<file path="src/rtl/sts_pkg.sv">
package sts_pkg;

    localparam int MAX_ORDER = 31;

    localparam int ANGLE_W = 20;
    localparam int POW_W   = 6;
    localparam int SUM_W   = 28;
    localparam int MAG_W   = 27;
    localparam int X2_W    = 23;
    localparam int RCP_W   = 30;
    localparam int IDX_W   = 5;
    localparam int PRD_W   = MAG_W + RCP_W;
    localparam int P_W     = 34;
    localparam int PL_W    = 17;
    localparam int LO_W    = PL_W + RCP_W;

    // largest odd order not above MAX_ORDER
    localparam logic [POW_W-1:0] EFF_MAX = POW_W'((MAX_ORDER - 1) | 1);

    localparam logic [MAG_W-1:0] TERM_MAG_MAX = {MAG_W{1'b1}};

    typedef enum logic [1:0] {
        MUL_SQ,
        MUL_P,
        MUL_LO,
        MUL_HI
    } t_mul_sel;

    typedef struct packed {
        logic             load;
        logic             bad;
        logic             mul_en;
        t_mul_sel         mul_sel;
        logic             x2_ld;
        logic             p_ld;
        logic             acc;
        logic             sum_add;
        logic [IDX_W-1:0] idx;
    } t_dp_cmd;

    // round(2^32 / ((2k) * (2k+1))), k = term index
    function automatic logic [RCP_W-1:0] recip(input logic [IDX_W-1:0] idx);
        logic [RCP_W-1:0] r;
        case (idx)
            5'd1:    r = 30'd715827883;
            5'd2:    r = 30'd214748365;
            5'd3:    r = 30'd102261126;
            5'd4:    r = 30'd59652324;
            5'd5:    r = 30'd39045157;
            5'd6:    r = 30'd27531842;
            5'd7:    r = 30'd20452225;
            5'd8:    r = 30'd15790321;
            5'd9:    r = 30'd12558384;
            5'd10:   r = 30'd10226113;
            5'd11:   r = 30'd8488078;
            5'd12:   r = 30'd7158279;
            5'd13:   r = 30'd6118187;
            5'd14:   r = 30'd5289369;
            5'd15:   r = 30'd4618244;
            5'd16:   r = 30'd4067204;
            5'd17:   r = 30'd3609216;
            5'd18:   r = 30'd3224450;
            5'd19:   r = 30'd2898089;
            5'd20:   r = 30'd2618882;
            5'd21:   r = 30'd2378166;
            5'd22:   r = 30'd2169175;
            5'd23:   r = 30'd1986571;
            5'd24:   r = 30'd1826092;
            5'd25:   r = 30'd1684301;
            5'd26:   r = 30'd1558406;
            5'd27:   r = 30'd1446117;
            5'd28:   r = 30'd1345541;
            5'd29:   r = 30'd1255104;
            5'd30:   r = 30'd1173488;
            5'd31:   r = 30'd1099582;
            default: r = '0;
        endcase
        return r;
    endfunction

endpackage

</file>
<file path="src/rtl/sts_dp.sv">
module sts_dp
    import sts_pkg::*;
(
    input  logic               i_clk,
    input  t_dp_cmd            i_cmd,
    input  logic [ANGLE_W-1:0] i_angle,
    output logic [SUM_W-1:0]   o_sine_value,
    output logic               o_saturated,
    output logic               o_bad_order
);

    logic [MAG_W-1:0] r_mag;
    logic             r_neg;
    logic [X2_W-1:0]  r_x2;
    logic [PRD_W-1:0] r_prod;
    logic [LO_W-1:0]  r_lo;
    logic [P_W-1:0]   r_p;
    logic [SUM_W-1:0] r_sum;
    logic             r_sat;
    logic             r_bad;

    logic             ang_neg;
    logic [ANGLE_W-1:0] ang_mag;
    logic [MAG_W-1:0] mul_a;
    logic [RCP_W-1:0] mul_b;
    logic [RCP_W-1:0] rcp;
    logic [40:0]      sq_rnd;
    logic [50:0]      pr_rnd;
    logic [64:0]      acc_w;
    logic             term_clip;
    logic [MAG_W-1:0] term_mag;
    logic [SUM_W:0]   term_s;
    logic [SUM_W:0]   sum_w;
    logic             sum_hi;
    logic             sum_lo;

    always_comb begin
        ang_neg = i_angle[ANGLE_W-1];
        ang_mag = ang_neg ? (~i_angle + ANGLE_W'(1)) : i_angle;
        rcp     = recip(i_cmd.idx);

        case (i_cmd.mul_sel)
            MUL_SQ: begin
                mul_a = r_mag;
                mul_b = RCP_W'(r_mag);
            end
            MUL_P: begin
                mul_a = r_mag;
                mul_b = RCP_W'(r_x2);
            end
            MUL_LO: begin
                mul_a = MAG_W'(r_p[PL_W-1:0]);
                mul_b = rcp;
            end
            MUL_HI: begin
                mul_a = MAG_W'(r_p[P_W-1:PL_W]);
                mul_b = rcp;
            end
            default: begin
                mul_a = r_mag;
                mul_b = '0;
            end
        endcase

        // x^2 back to Q.16, half up
        sq_rnd = {1'b0, r_prod[39:0]} + 41'h8000;
        // term * x^2 back to Q.16, half up
        pr_rnd = {1'b0, r_prod[49:0]} + 51'h8000;

        // p * recip = (hi << 17) + lo, rounded out of Q.32
        acc_w     = {1'b0, r_prod[LO_W-1:0], 17'b0} + 65'(r_lo) + 65'h8000_0000;
        term_clip = |acc_w[64:59];
        term_mag  = term_clip ? TERM_MAG_MAX : acc_w[58:32];

        term_s = r_neg ? (~{2'b0, r_mag} + (SUM_W+1)'(1)) : {2'b0, r_mag};
        sum_w  = {r_sum[SUM_W-1], r_sum} + term_s;
        sum_hi = !sum_w[SUM_W] && sum_w[SUM_W-1];
        sum_lo = sum_w[SUM_W] && !sum_w[SUM_W-1];
    end

    always_ff @(posedge i_clk) begin
        if (i_cmd.load) begin
            r_mag <= MAG_W'(ang_mag);
            r_neg <= ang_neg;
            r_sum <= i_cmd.bad ? '0 : {{(SUM_W-ANGLE_W){i_angle[ANGLE_W-1]}}, i_angle};
            r_sat <= 1'b0;
            r_bad <= i_cmd.bad;
        end
        if (i_cmd.mul_en) begin
            r_prod <= PRD_W'(mul_a) * PRD_W'(mul_b);
        end
        if (i_cmd.mul_en && i_cmd.mul_sel == MUL_HI) begin
            r_lo <= r_prod[LO_W-1:0];
        end
        if (i_cmd.x2_ld) begin
            r_x2 <= sq_rnd[16 +: X2_W];
        end
        if (i_cmd.p_ld) begin
            r_p <= pr_rnd[16 +: P_W];
        end
        if (i_cmd.acc) begin
            r_mag <= term_mag;
            r_neg <= ~r_neg;
            if (term_clip) begin
                r_sat <= 1'b1;
            end
        end
        if (i_cmd.sum_add) begin
            if (sum_hi) begin
                r_sum <= {1'b0, {(SUM_W-1){1'b1}}};
                r_sat <= 1'b1;
            end else if (sum_lo) begin
                r_sum <= {1'b1, {(SUM_W-1){1'b0}}};
                r_sat <= 1'b1;
            end else begin
                r_sum <= sum_w[SUM_W-1:0];
            end
        end
    end

    assign o_sine_value = r_sum;
    assign o_saturated  = r_sat;
    assign o_bad_order  = r_bad;

endmodule

</file>
<file path="src/rtl/sts_ctrl.sv">
module sts_ctrl
    import sts_pkg::*;
(
    input  logic             i_clk,
    input  logic             i_rst_n,
    input  logic             start,
    input  logic [POW_W-1:0] i_highest_power,
    output logic             busy,
    output logic             o_done,
    output t_dp_cmd          o_cmd
);

    typedef enum logic [3:0] {
        S_IDLE,
        S_SQ,
        S_X2,
        S_MUL_P,
        S_RND,
        S_MUL_LO,
        S_MUL_HI,
        S_ACC,
        S_FIN
    } t_state;

    t_state           r_state, n_state;
    logic             r_busy, n_busy;
    logic             r_done, n_done;
    logic [IDX_W-1:0] r_idx, n_idx;
    logic [IDX_W-1:0] r_idx_max, n_idx_max;

    logic             accept;
    logic             bad;
    logic [POW_W-1:0] n_eff;
    logic [IDX_W-1:0] top_idx;

    always_comb begin
        accept  = start && !r_busy;
        bad     = !i_highest_power[0];
        n_eff   = (i_highest_power > EFF_MAX) ? EFF_MAX : i_highest_power;
        top_idx = n_eff[POW_W-1:1];

        n_state   = r_state;
        n_busy    = r_busy;
        n_done    = 1'b0;
        n_idx     = r_idx;
        n_idx_max = r_idx_max;

        o_cmd         = '0;
        o_cmd.idx     = r_idx;
        o_cmd.bad     = bad;
        o_cmd.mul_sel = MUL_SQ;

        case (r_state)
            S_IDLE: begin
                o_cmd.load = accept;
                if (accept) begin
                    if (bad || top_idx == '0) begin
                        n_done = 1'b1;
                    end else begin
                        n_state   = S_SQ;
                        n_busy    = 1'b1;
                        n_idx     = IDX_W'(1);
                        n_idx_max = top_idx;
                    end
                end
            end
            S_SQ: begin
                o_cmd.mul_en  = 1'b1;
                o_cmd.mul_sel = MUL_SQ;
                n_state       = S_X2;
            end
            S_X2: begin
                o_cmd.x2_ld = 1'b1;
                n_state     = S_MUL_P;
            end
            S_MUL_P: begin
                o_cmd.mul_en  = 1'b1;
                o_cmd.mul_sel = MUL_P;
                // previous term joins the sum while this one starts
                o_cmd.sum_add = (r_idx != IDX_W'(1));
                n_state       = S_RND;
            end
            S_RND: begin
                o_cmd.p_ld = 1'b1;
                n_state    = S_MUL_LO;
            end
            S_MUL_LO: begin
                o_cmd.mul_en  = 1'b1;
                o_cmd.mul_sel = MUL_LO;
                n_state       = S_MUL_HI;
            end
            S_MUL_HI: begin
                o_cmd.mul_en  = 1'b1;
                o_cmd.mul_sel = MUL_HI;
                n_state       = S_ACC;
            end
            S_ACC: begin
                o_cmd.acc = 1'b1;
                if (r_idx == r_idx_max) begin
                    n_state = S_FIN;
                end else begin
                    n_idx   = r_idx + IDX_W'(1);
                    n_state = S_MUL_P;
                end
            end
            S_FIN: begin
                o_cmd.sum_add = 1'b1;
                n_state       = S_IDLE;
                n_busy        = 1'b0;
                n_done        = 1'b1;
            end
            default: begin
                n_state = S_IDLE;
                n_busy  = 1'b0;
            end
        endcase
    end

    always_ff @(posedge i_clk) begin
        if (!i_rst_n) begin
            r_state   <= S_IDLE;
            r_busy    <= 1'b0;
            r_done    <= 1'b0;
            r_idx     <= IDX_W'(1);
            r_idx_max <= IDX_W'(1);
        end else begin
            r_state   <= n_state;
            r_busy    <= n_busy;
            r_done    <= n_done;
            r_idx     <= n_idx;
            r_idx_max <= n_idx_max;
        end
    end

    assign busy   = r_busy;
    assign o_done = r_done;

    a_done_not_busy: assert property (@(posedge i_clk) disable iff (!i_rst_n)
        r_done |-> !r_busy)
        else $error("done strobe while busy");

    a_fin_done: assert property (@(posedge i_clk) disable iff (!i_rst_n)
        (r_state == S_FIN) |=> (r_done && !r_busy))
        else $error("final step not followed by done");

    a_bad_fast: assert property (@(posedge i_clk) disable iff (!i_rst_n)
        (start && !r_busy && !i_highest_power[0]) |=> (r_done && !r_busy))
        else $error("bad order not answered next cycle");

    a_idx_range: assert property (@(posedge i_clk) disable iff (!i_rst_n)
        r_busy |-> (r_idx != '0 && r_idx <= r_idx_max))
        else $error("term index out of range");

    a_idle_busy: assert property (@(posedge i_clk) disable iff (!i_rst_n)
        (r_state == S_IDLE) |-> !r_busy)
        else $error("busy while idle");

endmodule

</file>
<file path="src/rtl/sine_taylor_series_top.sv">
// Sine by truncated Maclaurin series: x - x^3/3! + x^5/5! ... up to x^n/n!.
// A word is accepted when start is high and busy is low; the result word
// shows on the o_ ports for exactly one cycle with o_done high and cannot be
// stalled, so the receiver must take it then. i_angle is signed Q4.16 in
// radians, i_highest_power the odd order n (orders above 31 are cut to 31).
// o_sine_value is signed Q12.16, clipped at its range, with o_saturated set
// if a term or the running sum was clipped. An even or zero order returns
// zero with o_bad_order set; that word, and order 1, arrive in the cycle after
// the accept. Otherwise busy stays high while the k = (n-1)/2 series terms
// after x are computed, and o_done strobes with busy low once the last
// term has joined the sum. All the arithmetic runs through one shared
// 27x30 multiplier: x^2 once, then per term the x^2 product, a rounding
// step, the reciprocal product in two halves and the clip. A new word may be
// started in the same cycle that the previous result is strobed out.
module sine_taylor_series_top
    import sts_pkg::*;
(
    input  logic               i_clk,
    input  logic               i_rst_n,
    input  logic               start,
    output logic               busy,
    input  logic [ANGLE_W-1:0] i_angle,
    input  logic [POW_W-1:0]   i_highest_power,
    output logic               o_done,
    output logic [SUM_W-1:0]   o_sine_value,
    output logic               o_saturated,
    output logic               o_bad_order
);

    // controller to datapath commands, one set per cycle
    t_dp_cmd dp_cmd;

    sts_ctrl u_ctrl (
        .i_clk           (i_clk),
        .i_rst_n         (i_rst_n),
        .start           (start),
        .i_highest_power (i_highest_power),
        .busy            (busy),
        .o_done          (o_done),
        .o_cmd           (dp_cmd)
    );

    // datapath registers hold the result steady through the done cycle
    sts_dp u_dp (
        .i_clk        (i_clk),
        .i_cmd        (dp_cmd),
        .i_angle      (i_angle),
        .o_sine_value (o_sine_value),
        .o_saturated  (o_saturated),
        .o_bad_order  (o_bad_order)
    );

endmodule

</file>
<file path="config.mk">
export PLATFORM = sky130hd
export DESIGN_NAME = sine_taylor_series_top
export DESIGN_NICKNAME = d
export VERILOG_FILES = /design/src/rtl/sts_pkg.sv /design/src/rtl/sts_dp.sv /design/src/rtl/sts_ctrl.sv /design/src/rtl/sine_taylor_series_top.sv
export SDC_FILE = /design/constraint.sdc
export NUM_CORES = 2
export LEC_CHECK = 0
export BUFFER_PORTS_ARGS = -buffer_cell sky130_fd_sc_hd__buf_2
export CAP_MARGIN = 5
export CELL_PAD_IN_SITES_DETAIL_PLACEMENT = 1
export CELL_PAD_IN_SITES_GLOBAL_PLACEMENT = 1
export CORE_MARGIN = 10
export CORE_UTILIZATION = 52
export DETAILED_ROUTE_END_ITERATION = 7
export PLACE_DENSITY_LB_ADDON = 0.1
export SETUP_SLACK_MARGIN = 0.4
export SLEW_MARGIN = 20
export SYNTH_ARGS = -nofsm -noshare
export SYNTH_HDL_FRONTEND = slang
export SYNTH_HIERARCHICAL = 1
export SYNTH_SLANG_ARGS = --single-unit
</file>
<file path="constraint.sdc">
create_clock -name i_clk -period 11.6 [get_ports i_clk]
set_clock_uncertainty 0.1 [all_clocks]
set_input_delay 1.16 -clock i_clk [delete_from_list [all_inputs] [get_ports i_clk]]
set_output_delay 1.16 -clock i_clk [all_outputs]
set_load 0.02 [all_outputs]
</file>
==> impl_results.md <==
- Slew HR: a little under a fifth
- Type of the worst min-delay path: reg2reg
- Clock Sinks: roughly 210
- Seq cells post-synth: 211
- Fillers: approximately 8400
- Vias in the first global route: 33700
- Post-DP HPWL: ~120000 um
- Chip Height: roughly 290 um
- Ys async rst share: 0%
- Global route overflow: 0
- Max FO, Critical Path: 95
- Actual slew at the worst max-slew pin: 1.22 ns
- Mapped Avg Cell Area: between 8 and 9 um2
- Final instance area: 0.0401 mm2
- Worst skew pair latency: ~0.53 ns
- Area leader, netlist: fa_1
- Vias per cell: about 6
- I/O pin cnt: approximately 60
- Critical Path RT: roughly 12 ns
- Setup bufs post-CTS: 0
- First-pass GRT wire length: approximately 220000 um
- Final setup viols: 0
- Largest net degree at the start of global routing: 96
- Reg clk slew, reported paths: 0.06 ns
- Layout net count: between 5000 and 6000
- CP bufs+invs: 7
- Syn Inst Count: 4192
- Initial antenna violation count: 7
- Kind of critical path: reg2reg
- Initial DRT Pass Iterations: 5
- Routed via count: between 30000 and 40000
- Die ar.: 0.0836 mm2
- M1 WL: between 50000 and 60000 um
- Outcome: finished, final reports clean
- CTS max path bufs: 3
- Startpoint Class: flip-flop
- Post-Syn Area: 0.0377 mm2
- Cell Area, Placed: 0.0394 mm2
- Placement Rows: 98
- Final ANT Viol Nets: 0
- Crit share post-route: roughly 93%
- Ys Warns: 6
- Initial drt markers: 2920
- Core ar.: a little over 0.07 mm2
- Top delay family on crit path: adder cells
- Min Tclk post-route: 10.75 ns
- Cell with the most instances after synthesis: inv_1
- All-Layer GR Usage: between 30% and 40%
- Synth cell types: between 80 and 90
- Root Buffer Master: clkbuf_16
- Crit-path slowest cell: dfxtp_1
- CTS Buf Count: 23
- Routed length on met3: 16600 um
- Critical path's largest stage delay: 0.59 ns
- Yosys top cell area share: between 30% and 40%
- Max_cap viols: 0
- Average wire per standard cell: roughly 28 um
- TritonCTS clock tree: built
- Layout cells sized above 1: under 10%
- Arrival time worst endpoint: approximately 11 ns
- RePlAce Congestion: just over 1
- Final setup TNS: 0 ns
- Synth top area cells: fa_1 35%, edfxtp_1 15%, ha_1 8.9%
- Routed WL: 146000 um
- DR top layer: met5
- RSZ-0062 raised after global routing: no
- Hold Vio Cnt, Final: 0
- H-tree depth: 1
- Synth top cells by count: 824 x inv_1, 661 x fa_1, 628 x nand2_1
- Remaining DRCs: 0
- Prevailing post-synth register cell: edfxtp_1
- Max Slew Vio Count: 0
- Detail Route met2 WL: ~64000 um
- Crit path top cell by count: fa_1
- Max frequency: 0.0930 GHz
- Register area share after synthesis: 16.4%
- Crit end category: flip-flop
- Area Overhead vs Synth: 6.52%
- Die Wd: ~290 um
- Port Buffers: 60
- EDFF count, synth: 194
- Starting Density: between 50 and 60%
-- layout by cell type, fill, tap and decap left out, types with 11 or more instances in the layout --
cell | Yosys | routed
a31oi_1 | 33 | 33
o21bai_1 | 19 | 19
a211oi_1 | 23 | 23
nand3_1 | 46 | 46
and3_1 | 31 | 29
ha_1 | 267 | 267
xnor2_1 | 132 | 132
buf_2 | 4 | 60
nor3_1 | 34 | 30
o211ai_1 | 17 | 17
nand2b_1 | 21 | 21
o31ai_1 | 23 | 23
a221o_1 | 11 | 11
xor2_1 | 53 | 53
fa_1 | 661 | 661
a21o_1 | 55 | 54
nor2_1 | 324 | 322
and2_1 | 64 | 64
dfxtp_1 | 17 | 15
nor2b_1 | 45 | 39
mux2i_1 | 30 | 30
inv_1 | 824 | 824
o21ai_0 | 101 | 101
a21oi_1 | 152 | 135
buf_4 | 2 | 93
or3_1 | 20 | 19
nand2_1 | 628 | 628
o21ai_1 | 12 | 11
clkbuf_16 | 0 | 23
o21a_1 | 20 | 20
nand4_1 | 13 | 13
edfxtp_1 | 194 | 194
-- worst paths after layout --
path                                 endpoint  cells after the start                              from  slack, ns
max reg2reg         u_dp/r_prod[45]$_DFFE_PP_                     32    u_ctrl/r_state[2]$_SDFFE_PN0P_       0.85
min          u_ctrl/r_idx_max[4]$_SDFFE_PN0P_                      2  u_ctrl/r_idx_max[4]$_SDFFE_PN0P_       0.35
min reg2reg  u_ctrl/r_idx_max[4]$_SDFFE_PN0P_                      2  u_ctrl/r_idx_max[4]$_SDFFE_PN0P_       0.35
max                 u_dp/r_prod[45]$_DFFE_PP_                     32    u_ctrl/r_state[2]$_SDFFE_PN0P_       0.85
-- timing repair --
item / 4_1_cts / 5_1_grt
hold buffers: 0 / 0
hold endpoints to repair: 0 / 0
endpoints found under the setup margin: 0 / 2
gates resized for setup: 0 / 1
-- through the flow --
stage | util, % | cells | hold WS [ns] | setup slack [ns]
floorplan | - | 4198 | 0.321 | 2.05
global placement | 55.0 | 5116 | 0.333 | 1.14
detailed placement | 55.0 | 5116 | 0.349 | 0.994
CTS | 56.0 | 5157 | 0.358 | 0.842
global route | 56.0 | 5157 | 0.410 | 0.467
finish | 56.0 | 5161 | 0.350 | 0.846
-- worst min-delay path: cells and delay by family (launching register included) --
kind                   cells  cell delay, ns
and+or+nand+nor            1            0.04
buffers and inverters      1            0.05
DFF                        1            0.32
-- cell type report --
| class | count | area [um2] | share of cell area (%) |
|---|---|---|---|
| multi-input combinational | 2977 | 27900 | 69.6 |
| sequential | 211 | 6170 | 15.4 |
| inverter | 824 | 3090 | 7.71 |
| tap | 950 | 1190 | 2.96 |
| timing repair buffer | 154 | 1020 | 2.54 |
| clock buffer | 25 | 583 | 1.45 |
| clock inverter | 16 | 124 | 0.309 |
| antenna | 4 | 10.0 | 0.0249 |
-- cell families after synthesis --
logic type	count (synthesis)	synth area share (%)
compound gates	542	9.33
other cells	2	0.0199
buf+inv	1010	10.1
xor+xnor	185	4.30
simple gates	1276	14.8
flops	211	16.4
fa+ha+maj	928	44.0
mux	38	1.04
-- flip-flops by register name (all words and copies together) (netlist names), 5 cells and up --
register and cells:
u_dp/r_mag 27, u_dp/o_sine_value 28, u_dp/r_p 34, u_ctrl/r_idx 5
u_dp/r_prod 50, u_ctrl/r_idx_max 5, u_dp/r_x2 23, u_dp/r_lo 30
-- metal layers --
layer	global-route usage [%]	up-vias
met5	0.407	-
met4	18.0	4
met3	9.43	414
met2	53.6	1675
met1	46.4	16200
li1	-	13100
Power is left out: the tool's default activity adds up to more than one toggle a clock period on the data nets, which glitch-free logic cannot reach.
